===== config.mk =====
export PLATFORM = sky130hd
export DESIGN_NAME = afv_scale
export DESIGN_NICKNAME = d
export VERILOG_FILES = /design/src/afv_pkg.sv /design/src/afv_scale.sv
export SDC_FILE = /design/constraint.sdc
export NUM_CORES = 1
export LEC_CHECK = 0
export ABC_AREA = 1
export BUFFER_PORTS_ARGS = -buffer_cell sky130_fd_sc_hd__buf_2
export CAP_MARGIN = 20
export CORE_UTILIZATION = 45
export DETAILED_ROUTE_END_ITERATION = 12
export GPL_TIMING_DRIVEN = 1
export PLACE_DENSITY = 0.62
export SLEW_MARGIN = 0
export SYNTH_ARGS = -nofsm -noshare
export SYNTH_HDL_FRONTEND = slang
export SYNTH_SLANG_ARGS = --single-unit

===== constraint.sdc =====
create_clock -name clk -period 15.45 [get_ports clk]
set_input_delay 0.7725 -clock clk [delete_from_list [all_inputs] [get_ports clk]]
set_output_delay 0.7725 -clock clk [all_outputs]
set_load 0.05 [all_outputs]

===== src/afv_pkg.sv =====
package afv_pkg;

  // Storage geometry
  localparam int FIFO_DEPTH = 4096;
  localparam int PTR_W      = $clog2(FIFO_DEPTH);
  localparam int OCC_W      = $clog2(FIFO_DEPTH + 1);

  // Port widths fixed by the item format
  localparam int SAMPLE_W = 16;
  localparam int VOL_W    = 7;
  localparam int CHAN_W   = 4;
  localparam int PHASE_W  = 3;
  localparam int FILL_W   = 13;
  localparam int TALLY_W  = 32;
  localparam int OP_W     = 2;
  localparam int CFG_IDX_W  = 3;
  localparam int CFG_DATA_W = 7;

  // Operation codes
  localparam logic [OP_W-1:0] OP_WRITE = 2'd0;
  localparam logic [OP_W-1:0] OP_READ  = 2'd1;
  localparam logic [OP_W-1:0] OP_FLUSH = 2'd2;

  // Register indexes
  localparam logic [CFG_IDX_W-1:0] REG_FORMAT    = 3'd0;
  localparam logic [CFG_IDX_W-1:0] REG_CHANNELS  = 3'd1;
  localparam logic [CFG_IDX_W-1:0] REG_VOL_LEFT  = 3'd2;
  localparam logic [CFG_IDX_W-1:0] REG_VOL_RIGHT = 3'd3;
  localparam logic [CFG_IDX_W-1:0] REG_PAUSED    = 3'd4;
  localparam logic [CFG_IDX_W-1:0] REG_ACTIVE    = 3'd5;

  localparam logic [VOL_W-1:0]  VOL_UNITY     = 7'd100;
  localparam logic [CHAN_W-1:0] CHAN_MAX      = 4'd8;
  localparam logic [CHAN_W-1:0] CHAN_RESET    = 4'd2;

  // Divide by 100: q = (m * DIV_RECIP) >> DIV_SHIFT, exact for m < 6.1e6
  localparam int               PROD_W    = 24;
  localparam int               MAG_W     = 22;
  localparam int               RECIP_W   = 23;
  localparam int               DIV_SHIFT = 29;
  localparam logic [RECIP_W-1:0] DIV_RECIP = 23'd5368710;

  typedef struct packed {
    logic [SAMPLE_W-1:0] sample;
    logic [VOL_W-1:0]    vol;
  } scale_req_t;

endpackage


===== src/afv_scale.sv =====
// Two-stage volume scaler: signed multiply, then reciprocal divide by 100,
// truncation toward zero and int16 saturation.
module afv_scale (
  input  logic                            clk,
  input  afv_pkg::scale_req_t             req,
  output logic [afv_pkg::SAMPLE_W-1:0]    scaled
);

  localparam int QP_W = afv_pkg::MAG_W + afv_pkg::RECIP_W;

  logic signed [afv_pkg::PROD_W-1:0] s_ext;
  logic signed [afv_pkg::PROD_W-1:0] v_ext;
  logic signed [afv_pkg::PROD_W-1:0] prod;
  logic        [afv_pkg::PROD_W-1:0] abs_prod;
  logic        [afv_pkg::MAG_W-1:0]  mag;
  logic                              neg;
  logic        [QP_W-1:0]            qprod;
  logic        [afv_pkg::SAMPLE_W-1:0] quot;
  logic                              quot_neg;

  always_comb begin
    s_ext    = {{(afv_pkg::PROD_W - afv_pkg::SAMPLE_W){req.sample[afv_pkg::SAMPLE_W-1]}},
                req.sample};
    v_ext    = {{(afv_pkg::PROD_W - afv_pkg::VOL_W){1'b0}}, req.vol};
    prod     = s_ext * v_ext;
    abs_prod = prod[afv_pkg::PROD_W-1] ? (~prod + 1'b1) : prod;
  end

  // stage 1: sign and magnitude of the product
  always_ff @(posedge clk) begin
    neg <= prod[afv_pkg::PROD_W-1];
    mag <= abs_prod[afv_pkg::MAG_W-1:0];
  end

  assign qprod = {{afv_pkg::RECIP_W{1'b0}}, mag} * {{afv_pkg::MAG_W{1'b0}}, afv_pkg::DIV_RECIP};

  // stage 2: quotient magnitude
  always_ff @(posedge clk) begin
    quot_neg <= neg;
    quot     <= qprod[afv_pkg::DIV_SHIFT +: afv_pkg::SAMPLE_W];
  end

  always_comb begin
    if (!quot_neg) begin
      scaled = (quot > 16'h7FFF) ? 16'h7FFF : quot;
    end else begin
      scaled = (quot > 16'h8000) ? 16'h8000 : (~quot + 16'd1);
    end
  end

endmodule


==> flow_summary.toml, run 1 <==
[outcome]
status = "completed"

[clock_network]
cts_root_buf = "clkbuf_16"
cts_post_setup_buffers_inserted = 0
ctsResizeCount = 0
cts_made_buffers = 5
hold_buffers = 0
clockBufferDepth = 2
clk_latency_ps = 310
cts.clk_slew.worst_paths_ps = 80
numClockSinks = 40
htree_num_levels = 2
cts_tree = "done"

[logic_synthesis]
synth-xor-area-share_pct = 2.57
ys_seq_area_share_pct = 5.01
synth_nets = 2621
synthCells = 2045
synth.area.mux_share_pct = 0
synth-async-reset-ratio_pct = 0
synth-compound-area-share_pct = 5.83
synth_top_family_by_area = "adder cells"
yosysTopAreaCell = "fa_1"
synth_area_leaders = "fa_1 (33%), ha_1 (23%), inv_1 (15%)"
ys.flop_type = "dfxtp_1"
synth-simple-area-share_pct = 15.5
synthAdderAreaFrac_pct = 55.6
synth_top_cells_by_count = "inv_1 (635), nand2_1 (343), ha_1 (288), fa_1 (264), nor2_1 (105)"
yosysWarnings = 0
synth_top_area_share_pct = 33.1
synth-edff-count = 0
syn_area_per_cell_sq_um = 7.82
synth_seq_cells = 40
syn_area_sq_um = 16000
ys_types = 42
yosysMostFrequentCell = "inv_1"

[global_routing]
grt_first_pass_wirelength_um = 64900
grt_pass1_vias = 13000
grtUsageMet1_pct = 30.5
antenna_found_initial = 1
grt_max_degree = 31
track_usage_pct = 22.9
use_met3_pct = 1.82
grt_overflow = 0
top_usage_layer = "met2"
grtUsageMet2_pct = 40.6

[setup_path]
path_class = "reg2reg"
path_buf_inv = 4
critPathMaxStageDelay_ps = 650
cp_top_family = "adder cells"
critPathMostFrequentCell = "fa_1"
end_kind = "register"
path_max_fanout = 9
required_ps = 15690
critPathSlowestCell = "dfxtp_1"
cp-start-kind = "register"
crit_chain = "inv_1 > ha_1 > fa_1 > inv_1 > fa_1 > fa_1 > fa_1 > fa_1 > ha_1 > ha_1 > nand2_1 > nor2_1 > inv_1 > nor2_1 > inv_1 > nor4_1 > o211ai_1 > nand4_1 > xor2_1"
cp.arrival_ps = 6130

[sta]
rsz0062_at_grt = "no"
worstMarginPinSlew_ps = 881
final_hold_viol_count = 0
slew_headroom_pct = 40.6
finalSetupTns_ps = 0
finalCriticalPeriod_ps = 5890
slew_violations = 0
period_share_pct = 38.1
setup_violations = 0
fmax_mhz = 170
skew_ps = 15.6

[placed_design]
dpl.hpwl_um = 35200
portBuffers = 39
gp_congestion = 0.968

[drt]
drc = 0
viasPerCell = 4.88
routed_wl_um = 38900
avgRoutedWirePerCell_um = 15.4
first_pass_iters = 5
drtIter0Drc = 643
detail-route-antenna-nets = 0
route.vias.total = 12300

[final_layout]
drive_above_1_share_pct = 4.06
multiInputGateArea_sq_um = 12700
seqCellArea_sq_um = 801
num_antenna_cells = 0
syn_to_final_growth_pct = 5.35
fin_nets = 2647
fillers = 3490

[floorplanning]
start_util_pct = 46.1
fp-row-count = 68
fp.dieArea_sq_um = 36300
pin_count = 40
core_area_sq_um = 34700
dieWidth_um = 190
die_h_um = 190

[worst_hold_path]
hold_class = "reg2reg"

[flow_run]
max_cap_viol_count = 0
per-layer routing:
metal / vias to the layer above / part of all wire, %
li1: 6153 / -
met1: 5937 / 47
met2: 198 / 48
met3: 34 / 3.1
met4: 0 / 1.7
met5: - / 0
path summary, 6_finish.rpt:
check	from	endpoint	slack, ps	cells after the start
min reg2reg	neg	quot_neg	410	0
max	mag[20]	quot[13]	9560	19
max reg2reg	mag[20]	quot[13]	9560	19
min	neg	quot_neg	410	0
through the flow:
step           hold WS (ps)  instance area, sq um  utilization (%)  setup slack, ps  cells
4_1_cts                 392                 16800             48.5             9540   2526
3_5_place_dp            370                 16700             48.0             9600   2519
2_1_floorplan           310                 16000                -            10220   2045
5_1_grt                 395                 16800             48.5             9150   2526
6_report                413                 16800             48.5             9560   2526
3_3_place_gp            372                 16700             48.0             9580   2519
layout make-up:
class | instances | share of cell area [%]
Clock buffer | 5 | 0.743
Clock inverter | 2 | 0.357
Inverter | 637 | 14.2
Multi-Input combinational cell | 1348 | 75.4
Sequential cell | 40 | 4.75
Tap cell | 455 | 3.38
Timing Repair Buffer | 39 | 1.16
placed cells by master, fill, tap and decap left out, types with 2 or more instances in the layout:
| cell type | Yosys | routed |
|---|---|---|
| a211oi_1 | 3 | 3 |
| a21o_1 | 2 | 2 |
| a21oi_1 | 78 | 78 |
| a31oi_1 | 3 | 3 |
| buf_2 | 0 | 39 |
| bufinv_16 | 0 | 2 |
| clkbuf_16 | 0 | 5 |
| dfxtp_1 | 40 | 40 |
| fa_1 | 264 | 264 |
| ha_1 | 288 | 288 |
| inv_1 | 635 | 635 |
| nand2_1 | 343 | 343 |
| nand2_2 | 19 | 19 |
| nand3_1 | 57 | 57 |
| nand3_2 | 5 | 5 |
| nand3b_1 | 5 | 5 |
| nand4_1 | 15 | 15 |
| nor2_1 | 105 | 105 |
| nor2_2 | 2 | 2 |
| nor2_4 | 4 | 4 |
| nor3_1 | 13 | 13 |
| nor3_2 | 4 | 4 |
| nor4_1 | 2 | 2 |
| o211ai_1 | 5 | 5 |
| o21a_1 | 5 | 5 |
| o21ai_0 | 65 | 65 |
| o31ai_1 | 3 | 3 |
| xnor2_1 | 8 | 8 |
| xor2_1 | 39 | 39 |
state kept, by name, summed over array words and instances (netlist names):
signal	cells
neg	1
mag	22
quot_neg	1
quot	16
kinds of logic after synthesis:
logic type,Yosys count
AOI/OAI and AO/OA,171
xor gates and xnor gates,47
adders and majority gates,552
buffers and inverters,657
DFF,40
and+or+nand+nor,578
Power of run 1 is not shown: default switching activity piles up to over one toggle a cycle in this logic, so the estimate is an artifact.
==> run 2: changes to the inputs <==
clock period = 5.45 ns   (was 15.45 ns; I/O delays follow)
==> flow_summary.toml, run 2 (synthesized netlist as in run 1, its figures left out) <==
[floorplanning]
start_util_pct = 46.1
fp.dieArea_sq_um = 36300
fp-row-count = 68
pin_count = 40
die_h_um = 190
core_area_sq_um = 34700
dieWidth_um = 190

[drt]
first_pass_iters = 7
viasPerCell = 4.91
routed_wl_um = 40200
detail-route-antenna-nets = 0
drtIter0Drc = 541
drc = 0
route.vias.total = 12900
avgRoutedWirePerCell_um = 15.3

[outcome]
status = "completed"

[sta]
fmax_mhz = 186
slew_violations = 0
final_hold_viol_count = 0
slew_headroom_pct = 54.0
rsz0062_at_grt = "yes"
period_share_pct = 98.6
worstMarginPinSlew_ps = 682
finalSetupTns_ps = 0
setup_violations = 0
finalCriticalPeriod_ps = 5370
hold_ws_ps = 328
skew_ps = 18.2

[clock_network]
htree_num_levels = 2
cts.clk_slew.worst_paths_ps = 70
clockBufferDepth = 2
clk_latency_ps = 310
cts_root_buf = "clkbuf_16"
cts_made_buffers = 5
cts_tree = "done"
hold_buffers = 0
numClockSinks = 40

[placed_design]
portBuffers = 39
placedCellCount = 2619
gp_congestion = 0.978
dpl.hpwl_um = 35800

[final_layout]
syn_to_final_growth_pct = 15.6
drive_above_1_share_pct = 16.5
final_cell_mix = "inv_1 (609), nand2_1 (327), ha_1 (256)"
final_common_cell = "inv_1"
top_register = "mag"
largest_register_ffs = 22
final_util_pct = 53.2
num_antenna_cells = 0
fillers = 3337
fin_cells = 2635
top_regs = "mag: 22 flops, quot: 16 flops"
fin_nets = 2756

[global_routing]
antenna_found_initial = 0
grt_first_pass_wirelength_um = 66600
grt_pass1_vias = 13600
track_usage_pct = 23.1
grt_max_degree = 31
grt_overflow = 0

[worst_hold_path]
hold_class = "in2reg"

[setup_path]
cp.arrival_ps = 5610
required_ps = 5690
path_class = "reg2reg"
cp-start-kind = "register"
ff2ff_setup_slack_ps = 80
path_max_fanout = 3
end_kind = "register"

[flow_run]
max_cap_viol_count = 0
==> run 2: cell types whose count changed in the layout (fill, tap and decap cells not counted), sizes merged <==
cell,change
clkinv,+1
bufinv,-2
clkinvlp,+1
buf,+109
==> run 2: final timing paths <==
path	start	end	depth (start not counted)
setup / recovery	mag[8]	quot[8]	22
hold / removal	req[7]	mag[0]	3
setup reg to reg	mag[8]	quot[8]	22
hold reg to reg	neg	quot_neg	0
==> run 2: area by class of cell <==
cell class / instances / area [sq um] / share of cell area (%)
Inverter: 637 / 2390 / 12.9
Multi-Input combinational cell: 1348 / 13500 / 73.0
Tap cell: 455 / 569 / 3.08
Sequential cell: 40 / 838 / 4.54
Clock buffer: 5 / 125 / 0.677
Clock inverter: 2 / 12.5 / 0.0677
Timing Repair Buffer: 148 / 1050 / 5.70
==> run 2: metal layers <==
| metal | vias up | wire length, um | GRT usage (%) |
|---|---|---|---|
| met3 | 33 | 1250 | 1.67 |
| met2 | 226 | 20300 | 42.3 |
| met1 | 6300 | 18100 | 29.8 |
| met4 | 0 | 623 | 4.31 |
| li1 | 6379 | - | - |
| met5 | - | 0 | 0 |
==> run 2: timing repair <==
| item | 4_1_cts | 5_1_grt |
|---|---|---|
| resized for setup | 22 | 201 |
| setup buffers | 0 | 9 |
| endpoints found under the setup margin | 13 | 16 |
| pin swaps | 7 | 81 |
==> run 2: per-stage QoR <==
step | cell area, sq um | worst slack [ps]
finish | 18500 | 77.9
global route | 18500 | -105
CTS | 17600 | 2.22
detailed placement | 17400 | -148
global placement | 17400 | -139
floorplan | 16000 | 217
==> run 2: critical path, stage by stage, from the launching register on <==
cell and delay, ps:
dfxtp_2 330, buf_4 140, ha_4 260, inv_1 50, fa_1 420, fa_1 510
inv_1 50, fa_1 510, fa_1 460, fa_1 580, inv_1 70, fa_1 540
inv_1 60, ha_4 310, nand2_4 80, nor2_4 130, inv_2 60, nor2_2 140
inv_2 70, nor3_4 180, nand4_1 100, nand3_1 120, xor2_1 150
Power of run 2 is left out for the same reason.
==> run 3: changes to the inputs <==
MAX_ROUTING_LAYER = met4   (was default)
==> flow_summary.toml, run 3 (synthesized netlist as in run 1, its figures left out) <==
[outcome]
status = "completed"

[sta]
worstMarginPinSlew_ps = 726
skew_ps = 12.9
setup_ws_ps = 87.9
slew_violations = 0
period_share_pct = 98.4
rsz0062_at_grt = "yes"
slew_headroom_pct = 51.1
fmax_mhz = 186
finalCriticalPeriod_ps = 5360
final_hold_viol_count = 0
setup_violations = 0
hold_ws_ps = 324

[setup_path]
r2r_cells = 18
path_max_fanout = 5
timing.rr.start = "mag[10]"
cp-start-kind = "register"
cp.arrival_ps = 5590
end_kind = "register"
crit_chain = "buf_4 > fa_1 > ha_1 > fa_1 > fa_1 > fa_1 > fa_1 > ha_1 > ha_1 > nand2_1 > nor2_2 > inv_1 > nor2_2 > inv_2 > nor3_4 > nand4_1 > nand3_2 > xor2_1"
path_class = "reg2reg"
r2r_end = "quot[10]"
required_ps = 5680
critPathMostFrequentCell = "fa_1"
ff2ff_setup_slack_ps = 90
critPathSlowestCell = "fa_1"
critPathMaxStageDelay_ps = 530

[drt]
viasPerCell = 4.90
route.vias.total = 12900
drtIter0Drc = 561
detail-route-antenna-nets = 0
drc = 0
first_pass_iters = 7
avgRoutedWirePerCell_um = 15.2
routed_wl_um = 40100

[global_routing]
grt_max_degree = 31
antenna_found_initial = 0
grt_overflow = 0
track_usage_pct = 23.8
grt_pass1_vias = 13500
grt_first_pass_wirelength_um = 66100

[floorplanning]
fp.dieArea_sq_um = 36300
start_util_pct = 46.1
dieWidth_um = 190
fp-row-count = 68
core_area_sq_um = 34700
pin_count = 40
die_h_um = 190

[clock_network]
clockBufferDepth = 2
htree_num_levels = 2
cts_tree = "done"
cts_root_buf = "clkbuf_16"
cts.clk_slew.worst_paths_ps = 60
numClockSinks = 40
cts_made_buffers = 5
clk_latency_ps = 310

[final_layout]
final_cell_mix = "inv_1 (604), nand2_1 (328), fa_1 (252)"
top_register = "mag"
num_antenna_cells = 0
fin_nets = 2764
syn_to_final_growth_pct = 17.2
top_regs = "mag: 22 flops, quot: 16 flops"
fin_cells = 2643
final_util_pct = 54.0
largest_register_ffs = 22
final_common_cell = "inv_1"
drive_above_1_share_pct = 17.6

[placed_design]
placedCellCount = 2626
place_ws_ps = -195
gp_congestion = 0.973
dpl.hpwl_um = 35600
portBuffers = 39

[flow_run]
max_cap_viol_count = 0

[worst_hold_path]
hold_class = "in2reg"
min_to = "mag[0]"
min_from = "req[7]"
hold_depth = 3
==> run 3: cell count changes in the layout (fill, tap and decap cells not counted), moves of 4 or more <==
cell,before,now
inv_1,609,604
o21ai_0,46,50
buf_4,103,109
ha_1,256,249
o21ai_1,15,11
inv_2,27,31
ha_4,27,35
==> run 3: how the worst max path moves through the flow <==
stage	start	endpoint	depth (start not counted)
after global placement	mag[13]	quot[15]	21
after CTS	mag[13]	quot[15]	21
final	mag[10]	quot[10]	18
after detailed placement	mag[13]	quot[15]	21
after global routing	mag[16]	quot[10]	20
after floorplan	mag[12]	quot[4]	21
==> run 3: layer usage <==
layer | GRT usage (%) | vias to the layer above | wire length (um) | part of all wire [%]
met3 | 1.97 | 51 | 1340 | 3.4
met4 | 5.57 | 0 | 971 | 2.4
met1 | 30.1 | 6285 | 18200 | 45
li1 | - | 6399 | - | -
met5 | - | - | 0 | 0
met2 | 41.0 | 213 | 19600 | 49
==> run 3: critical path: cells and delay by family, from the launching register on <==
| family | cells | cell delay [ps] |
|---|---|---|
| xor gates and xnor gates | 1 | 140 |
| adders and majority gates | 8 | 3550 |
| buffers and inverters | 3 | 320 |
| DFF | 1 | 380 |
| and+or+nand+nor | 6 | 920 |
==> run 3: what timing repair did <==
action | in CTS | in global routing
resized for setup | 26 | 218
pin swaps | 5 | 89
hold buffers | 0 | 0
hold endpoints to repair | 0 | 0
setup buffers | 0 | 10
setup endpoints to repair | 13 | 16
==> run 3: cell type report <==
class                      count  area, sq um
fill                        3291        16000
multi-input combinational   1348        13600
clock buffer                   5          125
tap                          455          569
inverter                     637         2390
sequential                    40          838
clock inverter                 2         60.1
timing repair buffer         156         1120
==> run 3: per-stage QoR <==
stage               setup TNS [ps]  cell area (sq um)
detailed placement            -802              17500
finish                           0              18700
global route                  -711              18700
floorplan                        0              16000
global placement              -446              17500
CTS                          -32.8              17800
Power of run 3 is left out for the same reason.
